===== src/rtl/assert_macros.svh =====
// Concurrent assertion helpers, clocked on clk and disabled while rst_n is low.
`ifndef ASSERT_MACROS_SVH
`define ASSERT_MACROS_SVH
`ifndef SYNTHESIS
`define PST_ASSERT(lbl, prop, msg) \
    lbl: assert property (@(posedge clk) disable iff (!rst_n) (prop)) else $error(msg);
`define PST_ASSERT_NEXT(lbl, pre, post, msg) \
    lbl: assert property (@(posedge clk) disable iff (!rst_n) (pre) |=> (post)) else $error(msg);
`else
`define PST_ASSERT(lbl, prop, msg)
`define PST_ASSERT_NEXT(lbl, pre, post, msg)
`endif
`endif


===== src/rtl/pst_pkg.sv =====
package pst_pkg;
    localparam int TASK_SLOTS_DEF  = 12;
    localparam int SEM_COUNT_DEF   = 5;
    localparam int QUEUE_DEPTH_DEF = 5;

    localparam int SLOT_W = 4;
    localparam logic [3:0] PRIO_NONE = 4'd8;

    localparam logic [2:0] FN_YIELD  = 3'd0;
    localparam logic [2:0] FN_SLEEP  = 3'd1;
    localparam logic [2:0] FN_WAIT   = 3'd2;
    localparam logic [2:0] FN_POST   = 3'd3;
    localparam logic [2:0] FN_TICK   = 3'd4;
    localparam logic [2:0] FN_CTASK  = 3'd5;
    localparam logic [2:0] FN_CSEM   = 3'd6;

    localparam logic [2:0] ST_INVALID = 3'd0;
    localparam logic [2:0] ST_UNRUN   = 3'd1;
    localparam logic [2:0] ST_READY   = 3'd2;
    localparam logic [2:0] ST_DELAYED = 3'd3;
    localparam logic [2:0] ST_BLOCKED = 3'd4;

    localparam logic [2:0] RC_OK     = 3'd0;
    localparam logic [2:0] RC_FULL   = 3'd1;
    localparam logic [2:0] RC_DUP    = 3'd2;
    localparam logic [2:0] RC_BADSEM = 3'd3;
    localparam logic [2:0] RC_QFULL  = 3'd4;
    localparam logic [2:0] RC_NONE   = 3'd5;

    typedef struct packed {
        logic [2:0]  st;
        logic [2:0]  prio;
        logic [31:0] sleep;
        logic [31:0] tag;
    } task_ent_t;
endpackage


===== src/rtl/pst_task_ram.sv =====
module pst_task_ram
    import pst_pkg::*;
#(
    parameter int DEPTH = TASK_SLOTS_DEF,
    parameter int AW    = $clog2(DEPTH)
) (
    input  logic          clk,
    input  logic          rst_n,
    input  logic [AW-1:0] rd_addr,
    output task_ent_t     rd_data,
    input  logic          wr_en,
    input  logic [AW-1:0] wr_addr,
    input  task_ent_t     wr_data
);
    task_ent_t        mem [DEPTH];
    task_ent_t        rd_data_reg;
    logic [DEPTH-1:0] vld_reg;
    logic             rd_vld_reg;

    always_ff @(posedge clk)
    begin
        if (wr_en)
        begin
            mem[wr_addr] <= wr_data;
        end
        rd_data_reg <= mem[rd_addr];
    end

    // an entry not written since reset reads as all zeros
    always_ff @(posedge clk or negedge rst_n)
    begin
        if (!rst_n)
        begin
            vld_reg    <= '0;
            rd_vld_reg <= 1'b0;
        end
        else
        begin
            if (wr_en)
            begin
                vld_reg[wr_addr] <= 1'b1;
            end
            rd_vld_reg <= vld_reg[rd_addr];
        end
    end

    assign rd_data = rd_vld_reg ? rd_data_reg : '0;
endmodule


===== src/rtl/pst_fifo_ram.sv =====
module pst_fifo_ram
    import pst_pkg::*;
#(
    parameter int DEPTH = SEM_COUNT_DEF * QUEUE_DEPTH_DEF,
    parameter int AW    = (DEPTH > 1) ? $clog2(DEPTH) : 1
) (
    input  logic              clk,
    input  logic [AW-1:0]     rd_addr,
    output logic [SLOT_W-1:0] rd_data,
    input  logic              wr_en,
    input  logic [AW-1:0]     wr_addr,
    input  logic [SLOT_W-1:0] wr_data
);
    logic [SLOT_W-1:0] mem [DEPTH];
    logic [SLOT_W-1:0] rd_data_reg;

    always_ff @(posedge clk)
    begin
        if (wr_en)
        begin
            mem[wr_addr] <= wr_data;
        end
        rd_data_reg <= mem[rd_addr];
    end

    assign rd_data = rd_data_reg;
endmodule


===== src/rtl/priority_task_scheduler_semaphores.sv =====
// Sequencing: yield, sleep, wait, post, tick and create task scan the task table memory one
// entry a cycle; a bad semaphore index, a wait taken from the count, a full table and other
// requests skip the scan, as does a wait refused on a full queue; a stalled result waits in S_DONE.
// Throughput: one request at a time; the next request is taken once the result is registered.
// Reset: asynchronous, active low; per-slot valid bits make the task table read as invalid
// at once, semaphore counters clear; no clearing pass is needed.
module priority_task_scheduler_semaphores
    import pst_pkg::*;
#(
    parameter int TASK_SLOTS  = TASK_SLOTS_DEF,
    parameter int SEM_COUNT   = SEM_COUNT_DEF,
    parameter int QUEUE_DEPTH = QUEUE_DEPTH_DEF
) (
    input  logic        clk,
    input  logic        rst_n,
    input  logic        s_axis_tvalid,
    output logic        s_axis_tready,
    // func[2:0], arg_value[34:3], sem_index[37:35], priority_req[40:38], entry_tag[72:41]
    input  logic [79:0] s_axis_tdata,
    output logic        m_axis_tvalid,
    input  logic        m_axis_tready,
    // status[2:0], switched[3], next_task[7:4], first_run[8], created_slot[12:9]
    output logic [15:0] m_axis_tdata
);
    localparam int IW  = $clog2(TASK_SLOTS);
    localparam int CW  = $clog2(TASK_SLOTS + 1);
    localparam int SW  = (SEM_COUNT > 1) ? $clog2(SEM_COUNT) : 1;
    localparam int WW  = $clog2(QUEUE_DEPTH + 1);
    localparam int QW  = (QUEUE_DEPTH > 1) ? $clog2(QUEUE_DEPTH) : 1;
    localparam int FD  = SEM_COUNT * QUEUE_DEPTH;
    localparam int FAW = (FD > 1) ? $clog2(FD) : 1;

    typedef enum logic [3:0] {
        S_IDLE, S_DECODE, S_CALLRD, S_CALLER, S_PRD, S_PHEAD, S_PTASK,
        S_SCAN, S_END, S_DONE
    } state_t;

    state_t state_reg;
    logic [2:0]  func_reg, sem_reg, prio_reg;
    logic [31:0] arg_reg, tag_reg;
    logic [SLOT_W-1:0] running_reg;
    logic [CW-1:0]     total_reg;
    logic [15:0]   sem_cnt_reg  [SEM_COUNT];
    logic [WW-1:0] sem_wait_reg [SEM_COUNT];
    logic [QW-1:0] sem_head_reg [SEM_COUNT];
    logic [IW:0]   iss_reg;
    logic          rv_reg;
    logic [IW-1:0] ridx_reg;
    logic [3:0]    best_reg;
    logic [IW-1:0] pick_reg;
    logic          pick_unrun_reg;
    task_ent_t     pick_ent_reg;
    logic          dup_reg, found_reg;
    logic [IW-1:0] free_reg;
    logic [SLOT_W-1:0] head_reg;
    logic          head_ok_reg;
    logic [2:0]    res_status_reg;
    logic          res_sw_reg, res_first_reg;
    logic [SLOT_W-1:0] res_next_reg, res_created_reg;
    logic          out_valid_reg;
    logic [15:0]   out_data_reg;

    logic [IW-1:0]     t_rd_addr, t_wr_addr;
    task_ent_t         t_rd, t_wr;
    logic              t_wr_en;
    logic [FAW-1:0]    f_rd_addr, f_wr_addr;
    logic [SLOT_W-1:0] f_rd;
    logic              f_wr_en;

    logic          sem_bad;
    logic [SW-1:0] si;
    logic          caller_runs, runnable;
    logic [WW:0]   tail_sum;
    logic [QW-1:0] tail_pos;

    pst_task_ram #(.DEPTH(TASK_SLOTS), .AW(IW)) u_task_ram (
        .clk(clk), .rst_n(rst_n), .rd_addr(t_rd_addr), .rd_data(t_rd),
        .wr_en(t_wr_en), .wr_addr(t_wr_addr), .wr_data(t_wr)
    );

    pst_fifo_ram #(.DEPTH(FD), .AW(FAW)) u_fifo_ram (
        .clk(clk), .rd_addr(f_rd_addr), .rd_data(f_rd),
        .wr_en(f_wr_en), .wr_addr(f_wr_addr), .wr_data(running_reg)
    );

    assign sem_bad     = {1'b0, sem_reg} >= 4'(SEM_COUNT);
    assign si          = sem_reg[SW-1:0];
    assign caller_runs = (t_rd.st == ST_READY) || (t_rd.st == ST_UNRUN);
    assign runnable    = caller_runs;
    assign tail_sum    = (WW+1)'(sem_head_reg[si]) + (WW+1)'(sem_wait_reg[si]);
    assign tail_pos    = (tail_sum >= (WW+1)'(QUEUE_DEPTH))
                         ? QW'(tail_sum - (WW+1)'(QUEUE_DEPTH)) : QW'(tail_sum);
    assign f_wr_addr   = FAW'(si) * FAW'(QUEUE_DEPTH) + FAW'(tail_pos);
    assign f_rd_addr   = FAW'(si) * FAW'(QUEUE_DEPTH) + FAW'(sem_head_reg[si]);

    always_comb
    begin
        t_rd_addr = running_reg[IW-1:0];
        t_wr_en   = 1'b0;
        t_wr_addr = running_reg[IW-1:0];
        t_wr      = t_rd;
        f_wr_en   = 1'b0;
        unique case (state_reg)
            S_PHEAD:
            begin
                t_rd_addr = f_rd[IW-1:0];
            end
            S_CALLER:
            begin
                if (caller_runs && func_reg == FN_SLEEP)
                begin
                    t_wr_en    = 1'b1;
                    t_wr.st    = ST_DELAYED;
                    t_wr.sleep = arg_reg;
                end
                else if (caller_runs && sem_wait_reg[si] < WW'(QUEUE_DEPTH))
                begin
                    t_wr_en = 1'b1;
                    t_wr.st = ST_BLOCKED;
                    f_wr_en = 1'b1;
                end
            end
            S_PTASK:
            begin
                t_wr_addr = head_reg[IW-1:0];
                if (head_ok_reg && t_rd.st == ST_BLOCKED)
                begin
                    t_wr_en = 1'b1;
                    t_wr.st = ST_READY;
                end
            end
            S_SCAN:
            begin
                t_rd_addr = iss_reg[IW-1:0];
                t_wr_addr = ridx_reg;
                if (rv_reg && func_reg == FN_TICK && t_rd.st == ST_DELAYED)
                begin
                    t_wr_en = 1'b1;
                    if (t_rd.sleep <= 32'd1)
                    begin
                        t_wr.sleep = '0;
                        t_wr.st    = ST_READY;
                    end
                    else
                    begin
                        t_wr.sleep = t_rd.sleep - 32'd1;
                    end
                end
            end
            S_END:
            begin
                if (func_reg == FN_CTASK)
                begin
                    t_wr_addr = free_reg;
                    t_wr_en   = found_reg && !dup_reg;
                    t_wr      = '{st: ST_UNRUN, prio: prio_reg, sleep: '0, tag: tag_reg};
                end
                else if (func_reg != FN_TICK)
                begin
                    t_wr_addr = pick_reg;
                    t_wr_en   = best_reg != PRIO_NONE;
                    t_wr      = pick_ent_reg;
                    t_wr.st   = ST_READY;
                end
            end
            default:
            begin
            end
        endcase
    end

    always_ff @(posedge clk or negedge rst_n)
    begin
        if (!rst_n)
        begin
            state_reg     <= S_IDLE;
            running_reg   <= '0;
            total_reg     <= '0;
            out_valid_reg <= 1'b0;
            iss_reg       <= '0;
            rv_reg        <= 1'b0;
            for (int k = 0; k < SEM_COUNT; k++)
            begin
                sem_cnt_reg[k]  <= '0;
                sem_wait_reg[k] <= '0;
                sem_head_reg[k] <= '0;
            end
        end
        else
        begin
            if (state_reg == S_DONE && (!out_valid_reg || m_axis_tready))
            begin
                out_valid_reg <= 1'b1;
            end
            else if (out_valid_reg && m_axis_tready)
            begin
                out_valid_reg <= 1'b0;
            end
            unique case (state_reg)
                S_IDLE:
                begin
                    if (s_axis_tvalid)
                    begin
                        func_reg  <= s_axis_tdata[2:0];
                        arg_reg   <= s_axis_tdata[34:3];
                        sem_reg   <= s_axis_tdata[37:35];
                        prio_reg  <= s_axis_tdata[40:38];
                        tag_reg   <= s_axis_tdata[72:41];
                        state_reg <= S_DECODE;
                    end
                end
                S_DECODE:
                begin
                    res_sw_reg      <= 1'b0;
                    res_first_reg   <= 1'b0;
                    res_next_reg    <= '0;
                    res_created_reg <= '0;
                    iss_reg         <= '0;
                    rv_reg          <= 1'b0;
                    best_reg        <= PRIO_NONE;
                    dup_reg         <= 1'b0;
                    found_reg       <= 1'b0;
                    unique case (func_reg)
                        FN_YIELD, FN_TICK:
                        begin
                            res_status_reg <= RC_OK;
                            state_reg      <= S_SCAN;
                        end
                        FN_SLEEP:
                        begin
                            res_status_reg <= RC_OK;
                            state_reg      <= S_CALLRD;
                        end
                        FN_WAIT:
                        begin
                            if (sem_bad)
                            begin
                                res_status_reg <= RC_BADSEM;
                                state_reg      <= S_DONE;
                            end
                            else if (sem_cnt_reg[si] != '0)
                            begin
                                res_status_reg  <= RC_OK;
                                sem_cnt_reg[si] <= sem_cnt_reg[si] - 16'd1;
                                state_reg       <= S_DONE;
                            end
                            else
                            begin
                                res_status_reg <= RC_OK;
                                state_reg      <= S_CALLRD;
                            end
                        end
                        FN_POST:
                        begin
                            if (sem_bad)
                            begin
                                res_status_reg <= RC_BADSEM;
                                state_reg      <= S_DONE;
                            end
                            else if (sem_wait_reg[si] != '0)
                            begin
                                res_status_reg <= RC_OK;
                                state_reg      <= S_PRD;
                            end
                            else
                            begin
                                res_status_reg <= RC_OK;
                                if (sem_cnt_reg[si] != 16'hFFFF)
                                    sem_cnt_reg[si] <= sem_cnt_reg[si] + 16'd1;
                                state_reg <= S_SCAN;
                            end
                        end
                        FN_CTASK:
                        begin
                            if (total_reg >= CW'(TASK_SLOTS))
                            begin
                                res_status_reg <= RC_FULL;
                                state_reg      <= S_DONE;
                            end
                            else
                            begin
                                res_status_reg <= RC_OK;
                                state_reg      <= S_SCAN;
                            end
                        end
                        FN_CSEM:
                        begin
                            state_reg <= S_DONE;
                            if (sem_bad)
                                res_status_reg <= RC_BADSEM;
                            else
                            begin
                                res_status_reg  <= RC_OK;
                                sem_cnt_reg[si] <= (|arg_reg[31:16]) ? 16'hFFFF
                                                                      : arg_reg[15:0];
                            end
                        end
                        default:
                        begin
                            res_status_reg <= RC_OK;
                            state_reg      <= S_DONE;
                        end
                    endcase
                end
                S_CALLRD: state_reg <= S_CALLER;
                S_CALLER:
                begin
                    if (func_reg == FN_WAIT && caller_runs
                        && sem_wait_reg[si] >= WW'(QUEUE_DEPTH))
                    begin
                        res_status_reg <= RC_QFULL;
                        state_reg      <= S_DONE;
                    end
                    else
                    begin
                        if (func_reg == FN_WAIT && caller_runs)
                            sem_wait_reg[si] <= sem_wait_reg[si] + WW'(1);
                        state_reg <= S_SCAN;
                    end
                end
                S_PRD: state_reg <= S_PHEAD;
                S_PHEAD:
                begin
                    head_reg         <= f_rd;
                    head_ok_reg      <= {1'b0, f_rd} < (SLOT_W+1)'(TASK_SLOTS);
                    sem_wait_reg[si] <= sem_wait_reg[si] - WW'(1);
                    sem_head_reg[si] <= (sem_head_reg[si] == QW'(QUEUE_DEPTH - 1))
                                        ? '0 : sem_head_reg[si] + QW'(1);
                    state_reg        <= S_PTASK;
                end
                S_PTASK: state_reg <= S_SCAN;
                S_SCAN:
                begin
                    if (iss_reg < (IW+1)'(TASK_SLOTS))
                        iss_reg <= iss_reg + (IW+1)'(1);
                    rv_reg   <= iss_reg < (IW+1)'(TASK_SLOTS);
                    ridx_reg <= iss_reg[IW-1:0];
                    if (rv_reg)
                    begin
                        if (runnable && {1'b0, t_rd.prio} < best_reg)
                        begin
                            best_reg       <= {1'b0, t_rd.prio};
                            pick_reg       <= ridx_reg;
                            pick_unrun_reg <= t_rd.st == ST_UNRUN;
                            pick_ent_reg   <= t_rd;
                        end
                        if (t_rd.st != ST_INVALID && t_rd.tag == tag_reg)
                            dup_reg <= 1'b1;
                        if (t_rd.st == ST_INVALID && !found_reg)
                        begin
                            found_reg <= 1'b1;
                            free_reg  <= ridx_reg;
                        end
                        if (ridx_reg == IW'(TASK_SLOTS - 1))
                            state_reg <= S_END;
                    end
                end
                S_END:
                begin
                    state_reg <= S_DONE;
                    if (func_reg == FN_CTASK)
                    begin
                        if (dup_reg)
                            res_status_reg <= RC_DUP;
                        else if (!found_reg)
                            res_status_reg <= RC_FULL;
                        else
                        begin
                            total_reg       <= total_reg + CW'(1);
                            res_created_reg <= SLOT_W'(free_reg);
                        end
                    end
                    else if (func_reg != FN_TICK)
                    begin
                        if (best_reg == PRIO_NONE)
                            res_status_reg <= RC_NONE;
                        else
                        begin
                            running_reg   <= SLOT_W'(pick_reg);
                            res_sw_reg    <= 1'b1;
                            res_next_reg  <= SLOT_W'(pick_reg);
                            res_first_reg <= pick_unrun_reg;
                        end
                    end
                end
                S_DONE:
                begin
                    if (!out_valid_reg || m_axis_tready)
                    begin
                        out_data_reg  <= {3'b000, res_created_reg, res_first_reg,
                                          res_next_reg, res_sw_reg, res_status_reg};
                        state_reg     <= S_IDLE;
                    end
                end
                default: state_reg <= S_IDLE;
            endcase
        end
    end

    assign s_axis_tready = state_reg == S_IDLE;
    assign m_axis_tvalid = out_valid_reg;
    assign m_axis_tdata  = out_data_reg;

`include "assert_macros.svh"
    `PST_ASSERT(a_sw_ok, !(m_axis_tvalid && m_axis_tdata[3]) || m_axis_tdata[2:0] == RC_OK, "bad sw")
    `PST_ASSERT_NEXT(a_one_req, s_axis_tvalid && s_axis_tready, !s_axis_tready, "busy accept")
    `PST_ASSERT(a_total, total_reg <= CW'(TASK_SLOTS), "task count above table size")
    `PST_ASSERT(a_running, {1'b0, running_reg} < (SLOT_W+1)'(TASK_SLOTS), "running slot out")
endmodule


===== config.mk =====
export PLATFORM = sky130hd
export DESIGN_NAME = priority_task_scheduler_semaphores
export DESIGN_NICKNAME = d
export VERILOG_FILES = /design/src/rtl/pst_pkg.sv /design/src/rtl/pst_task_ram.sv /design/src/rtl/pst_fifo_ram.sv /design/src/rtl/priority_task_scheduler_semaphores.sv
export VERILOG_INCLUDE_DIRS = /design/src /design/src/rtl
export SDC_FILE = /design/constraint.sdc
export NUM_CORES = 2
export LEC_CHECK = 0
export BUFFER_PORTS_ARGS = -buffer_cell sky130_fd_sc_hd__buf_2
export CAP_MARGIN = 20
export CORE_MARGIN = 4
export CORE_UTILIZATION = 30
export CTS_CLUSTER_SIZE = 14
export DETAILED_ROUTE_END_ITERATION = 12
export PLACE_DENSITY_LB_ADDON = 0.25
export REMOVE_ABC_BUFFERS = 1
export SLEW_MARGIN = 10
export SYNTH_ARGS = -nofsm -noshare
export SYNTH_HDL_FRONTEND = slang
export SYNTH_SLANG_ARGS = --single-unit

===== constraint.sdc =====
create_clock -name clk -period 6.95 [get_ports clk]
set_clock_uncertainty 0.1 [all_clocks]
set_input_delay 2.085 -clock clk [delete_from_list [all_inputs] [get_ports clk]]
set_output_delay 2.085 -clock clk [all_outputs]
set_load 0.02 [all_outputs]

==> impl_metrics.env <==
export IMPL_design_core_area_um2=181000
export IMPL_synth_edf_count=1130
export IMPL_fmax_ghz=0.165
export IMPL_cts_resized=0
export IMPL_syn2layout_area_growth_pct=15.7
export IMPL_grtUsageTotal=0.146
export IMPL_tightest_slew_ps=1170
export IMPL_htree_levels=4
export IMPL_cp_max_fo=13
export IMPL_critical_path_class="reg2reg"
export IMPL_drive_gt1_frac=0.196
export IMPL_cts_tree="done"
export IMPL_grt_max_degree=143
export IMPL_grt_pass1_vias=30952
export IMPL_synth_ff_latch_count=1346
export IMPL_placed_cells=5746
export IMPL_gp_congestion=0.787
export IMPL_via_per_inst=4.99
export IMPL_syn_area_um2=54800
export IMPL_die_area_um2=190000
export IMPL_synth_area_top_cells="edfxtp_1 (62%), mux4_2 (9.9%), dfrtp_1 (6.5%)"
export IMPL_avgSynthCellArea_um2=16.2
export IMPL_required_ps=7270
export IMPL_cp_slowest_stage_delay_ps=790
export IMPL_endpoint_kind="flip-flop"
export IMPL_slowest_stage="edfxtp_1"
export IMPL_cts_sinks=1346
export IMPL_io_pins=102
export IMPL_syn_instance_count=3377
export IMPL_status="complete, no violations"
export IMPL_fillerInstances=17155
export IMPL_cp_start_kind="flip-flop"
export IMPL_postCtsHoldBufs=0
export IMPL_clk_path_buf_depth=3
export IMPL_yosysSeqAreaShare=0.710
export IMPL_p_seq_frac=0.416
export IMPL_detail_route_wirelength_um=140000
export IMPL_start_util=0.302
export IMPL_fin_cells=6033
export IMPL_final_nets=3650
export IMPL_muxShareOfSynthArea=0.126
export IMPL_finalSetupViolCount=0
export IMPL_rows=156
export IMPL_cts_inserted_buffers=152
export IMPL_synth_cell_types=96
export IMPL_vias=30098
export IMPL_dr_pass1_iters=5
export IMPL_p_int_mw=17.4
export IMPL_power_density_nw_per_um2=397
export IMPL_synth_simple_area_share=0.0620
export IMPL_switching_share=0.310
export IMPL_wl_per_cell_um=23.3
export IMPL_grt_antenna_before_repair=7
export IMPL_dp_hpwl_um=80600
export IMPL_clock_latency_ps=770
export IMPL_die_x_um=436
export IMPL_synth_top_area_cell="edfxtp_1"
export IMPL_utilization=0.350
export IMPL_largest_reg_flops=840
export IMPL_ys_flop_type="edfxtp_1"
export IMPL_post_cts_buffers=0
export IMPL_port_buffers=91
export IMPL_dp_slack_ps=896
export IMPL_drt_iter0_drc=2465
export IMPL_r2r_slack_ps=880
export IMPL_grt_pass1_wl_um=208000
export IMPL_netSwitchingPower_mw=7.81
export IMPL_drv_slew=0
export IMPL_fin_crit_sh=0.874
export IMPL_grt_overflow=0
export IMPL_cp_arrival_ps=6390
export IMPL_ir_drop_v=0.000445
export IMPL_power_mw=25.2
export IMPL_synth_top_area_frac=0.619
export IMPL_cp_cell_sequence="mux4_1, a22oi_2, inv_1, ha_1, fa_1, inv_1, ha_1, nor2b_1, o21ai_0, a211oi_1, xnor2_1, ha_1, inv_1, fa_1, nor2b_1, o21ai_0, xor2_1, nand3_1, nor2_1"
export IMPL_max_slew_margin=0.214
export IMPL_synth_top_family_by_area="multiplexers"
export IMPL_fp_dieH_um=436
export IMPL_drc_errors=0
export IMPL_rsz0062_at_grt="no"
export IMPL_clockPowerShare=0.306
export IMPL_drtAntennaViolNets=0
export IMPL_fin_ws_ps=879
export IMPL_crit_family="adder cells"
export IMPL_ys_warn_count=0
export IMPL_hold_path_class="reg2reg"
export IMPL_fin_crit_ps=6070
export IMPL_clkTransAtPathRegs_ps=60
export IMPL_p_leak_nw=22.3
export IMPL_synthAdderAreaFrac=0.00748
export IMPL_cp_num_buf_inv=3
export IMPL_synth_xor_area_frac=0.0109
export IMPL_clockRootBuffer="clkbuf_16"
export IMPL_cap_viol_max_count=0
export IMPL_combPwrFrac=0.278
export IMPL_synth_async_reset_ratio=0.105
export IMPL_synth_compound_area_share=0.0634
export IMPL_hold_viol=0
[power groups by stage]
| stage | clock network, mW | logic [mW] | registers, mW |
|---|---|---|---|
| after floorplan | 0 | 5.02 | 10.5 |
| after global placement | 0 | 7.05 | 10.6 |
| after detailed placement | 0 | 7.10 | 10.6 |
| after CTS | 7.95 | 7.12 | 10.5 |
| after global routing | 8.30 | 7.71 | 10.5 |
| final | 7.71 | 7.01 | 10.5 |
[cells in the final DEF, fill, tap and decap left out, drive strengths merged, types with 16 or more instances in the layout]
| cell type | netlist | layout |
|---|---|---|
| clkinv | 1 | 48 |
| o22ai | 48 | 48 |
| a22oi | 48 | 48 |
| edfxtp | 1130 | 1130 |
| nand3b | 16 | 16 |
| xnor2 | 54 | 54 |
| and2 | 41 | 41 |
| mux2i | 111 | 111 |
| nor3 | 28 | 28 |
| nand2 | 271 | 271 |
| ha | 28 | 28 |
| a21oi | 183 | 183 |
| nand4 | 17 | 17 |
| nor4 | 20 | 20 |
| nand3 | 42 | 42 |
| dfrtp | 142 | 142 |
| mux4 | 244 | 244 |
| o21ai | 179 | 179 |
| or2 | 20 | 20 |
| mux2 | 24 | 24 |
| dfxtp | 74 | 74 |
| clkbuf | 103 | 211 |
| nor2 | 206 | 206 |
| inv | 72 | 81 |
| buf | 77 | 181 |
[per-layer routing]
| metal | part of all wire | up-vias | GRT usage |
|---|---|---|---|
| met1 | 0.46 | 15635 | 0.203 |
| met4 | 0.028 | 2 | 0.0459 |
| met3 | 0.047 | 239 | 0.0264 |
| met5 | 0.00013 | - | 0 |
| li1 | - | 13507 | - |
| met2 | 0.47 | 715 | 0.233 |
[cells by family (layout without fill, tap and decap cells)]
| family | count (synthesis) | after routing |
|---|---|---|
| xor gates and xnor gates | 68 | 68 |
| AOI/OAI and AO/OA | 570 | 570 |
| adders and majority gates | 31 | 31 |
| and+or+nand+nor | 729 | 729 |
| DFF | 1346 | 1346 |
| other | 1 | 6 |
| buffers and inverters | 253 | 534 |
| muxes | 379 | 379 |
[final timing paths]
check	cells after the start	endpoint	start
setup / recovery	19	u_fifo_ram.mem[17][2]$_DFFE_PP_	sem_reg[1]$_DFFE_PP_
setup reg to reg	19	u_fifo_ram.mem[17][2]$_DFFE_PP_	sem_reg[1]$_DFFE_PP_
hold reg to reg	0	head_reg[0]$_DFFE_PP_	u_fifo_ram.rd_data[0]$_DFF_P_
max in group asynchronous	4	sem_cnt_reg[35]$_DFFE_PN0P_	rst_n
hold / removal	0	head_reg[0]$_DFFE_PP_	u_fifo_ram.rd_data[0]$_DFF_P_
min in group asynchronous	1	m_axis_tvalid$_DFFE_PN0P_	rst_n
[worst register-to-register path, delay by kind of cell, from the launching register on]
| kind | cells | cell delay [ps] |
|---|---|---|
| AND/OR/NAND/NOR | 4 | 910 |
| XOR/XNOR | 2 | 570 |
| buffers and inverters | 3 | 310 |
| flip-flops | 1 | 790 |
| multiplexers | 1 | 420 |
| AO/OA/AOI/OAI | 4 | 1040 |
| adder cells (fa/ha/maj) | 5 | 1570 |
[synth_stat cells, types with 12 or more instances]
library cell	n
a21oi_1	181
a22oi_1	47
and2_1	39
buf_1	28
buf_2	31
clkbuf_1	100
dfrtp_1	142
dfxtp_1	74
edfxtp_1	1130
ha_1	28
inv_1	71
mux2_2	23
mux2i_1	111
mux4_2	241
nand2_1	270
nand2b_1	14
nand3_1	41
nand3b_1	15
nand4_1	16
nor2_1	206
nor3_1	26
nor4_1	20
o211ai_1	12
o21ai_0	158
o21ai_1	20
o22ai_1	48
or2_2	18
or3_1	15
xnor2_1	54
xor2_1	14
[area by class of cell]
| type | count | area (um2) | area share |
|---|---|---|---|
| repair buffers | 182 | 1460 | 0.0230 |
| flip-flops and latches | 1346 | 39000 | 0.614 |
| well taps | 2370 | 2970 | 0.0467 |
| multi-input cells | 1780 | 15000 | 0.236 |
| diodes | 3 | 7.51 | 0.000118 |
| clock buffers | 210 | 4160 | 0.0656 |
| clock inverters | 69 | 641 | 0.0101 |
| inverters | 73 | 274 | 0.00432 |
[per-stage QoR]
stage	area (um2)	hold slack, ps	setup TNS, ps
final	63400	351	0
after global routing	63400	363	0
after CTS	63300	347	0
after detailed placement	58500	333	0
after floorplan	54000	300	-2135080
after global placement	58500	347	0
Power figures use the tool's default switching activity.
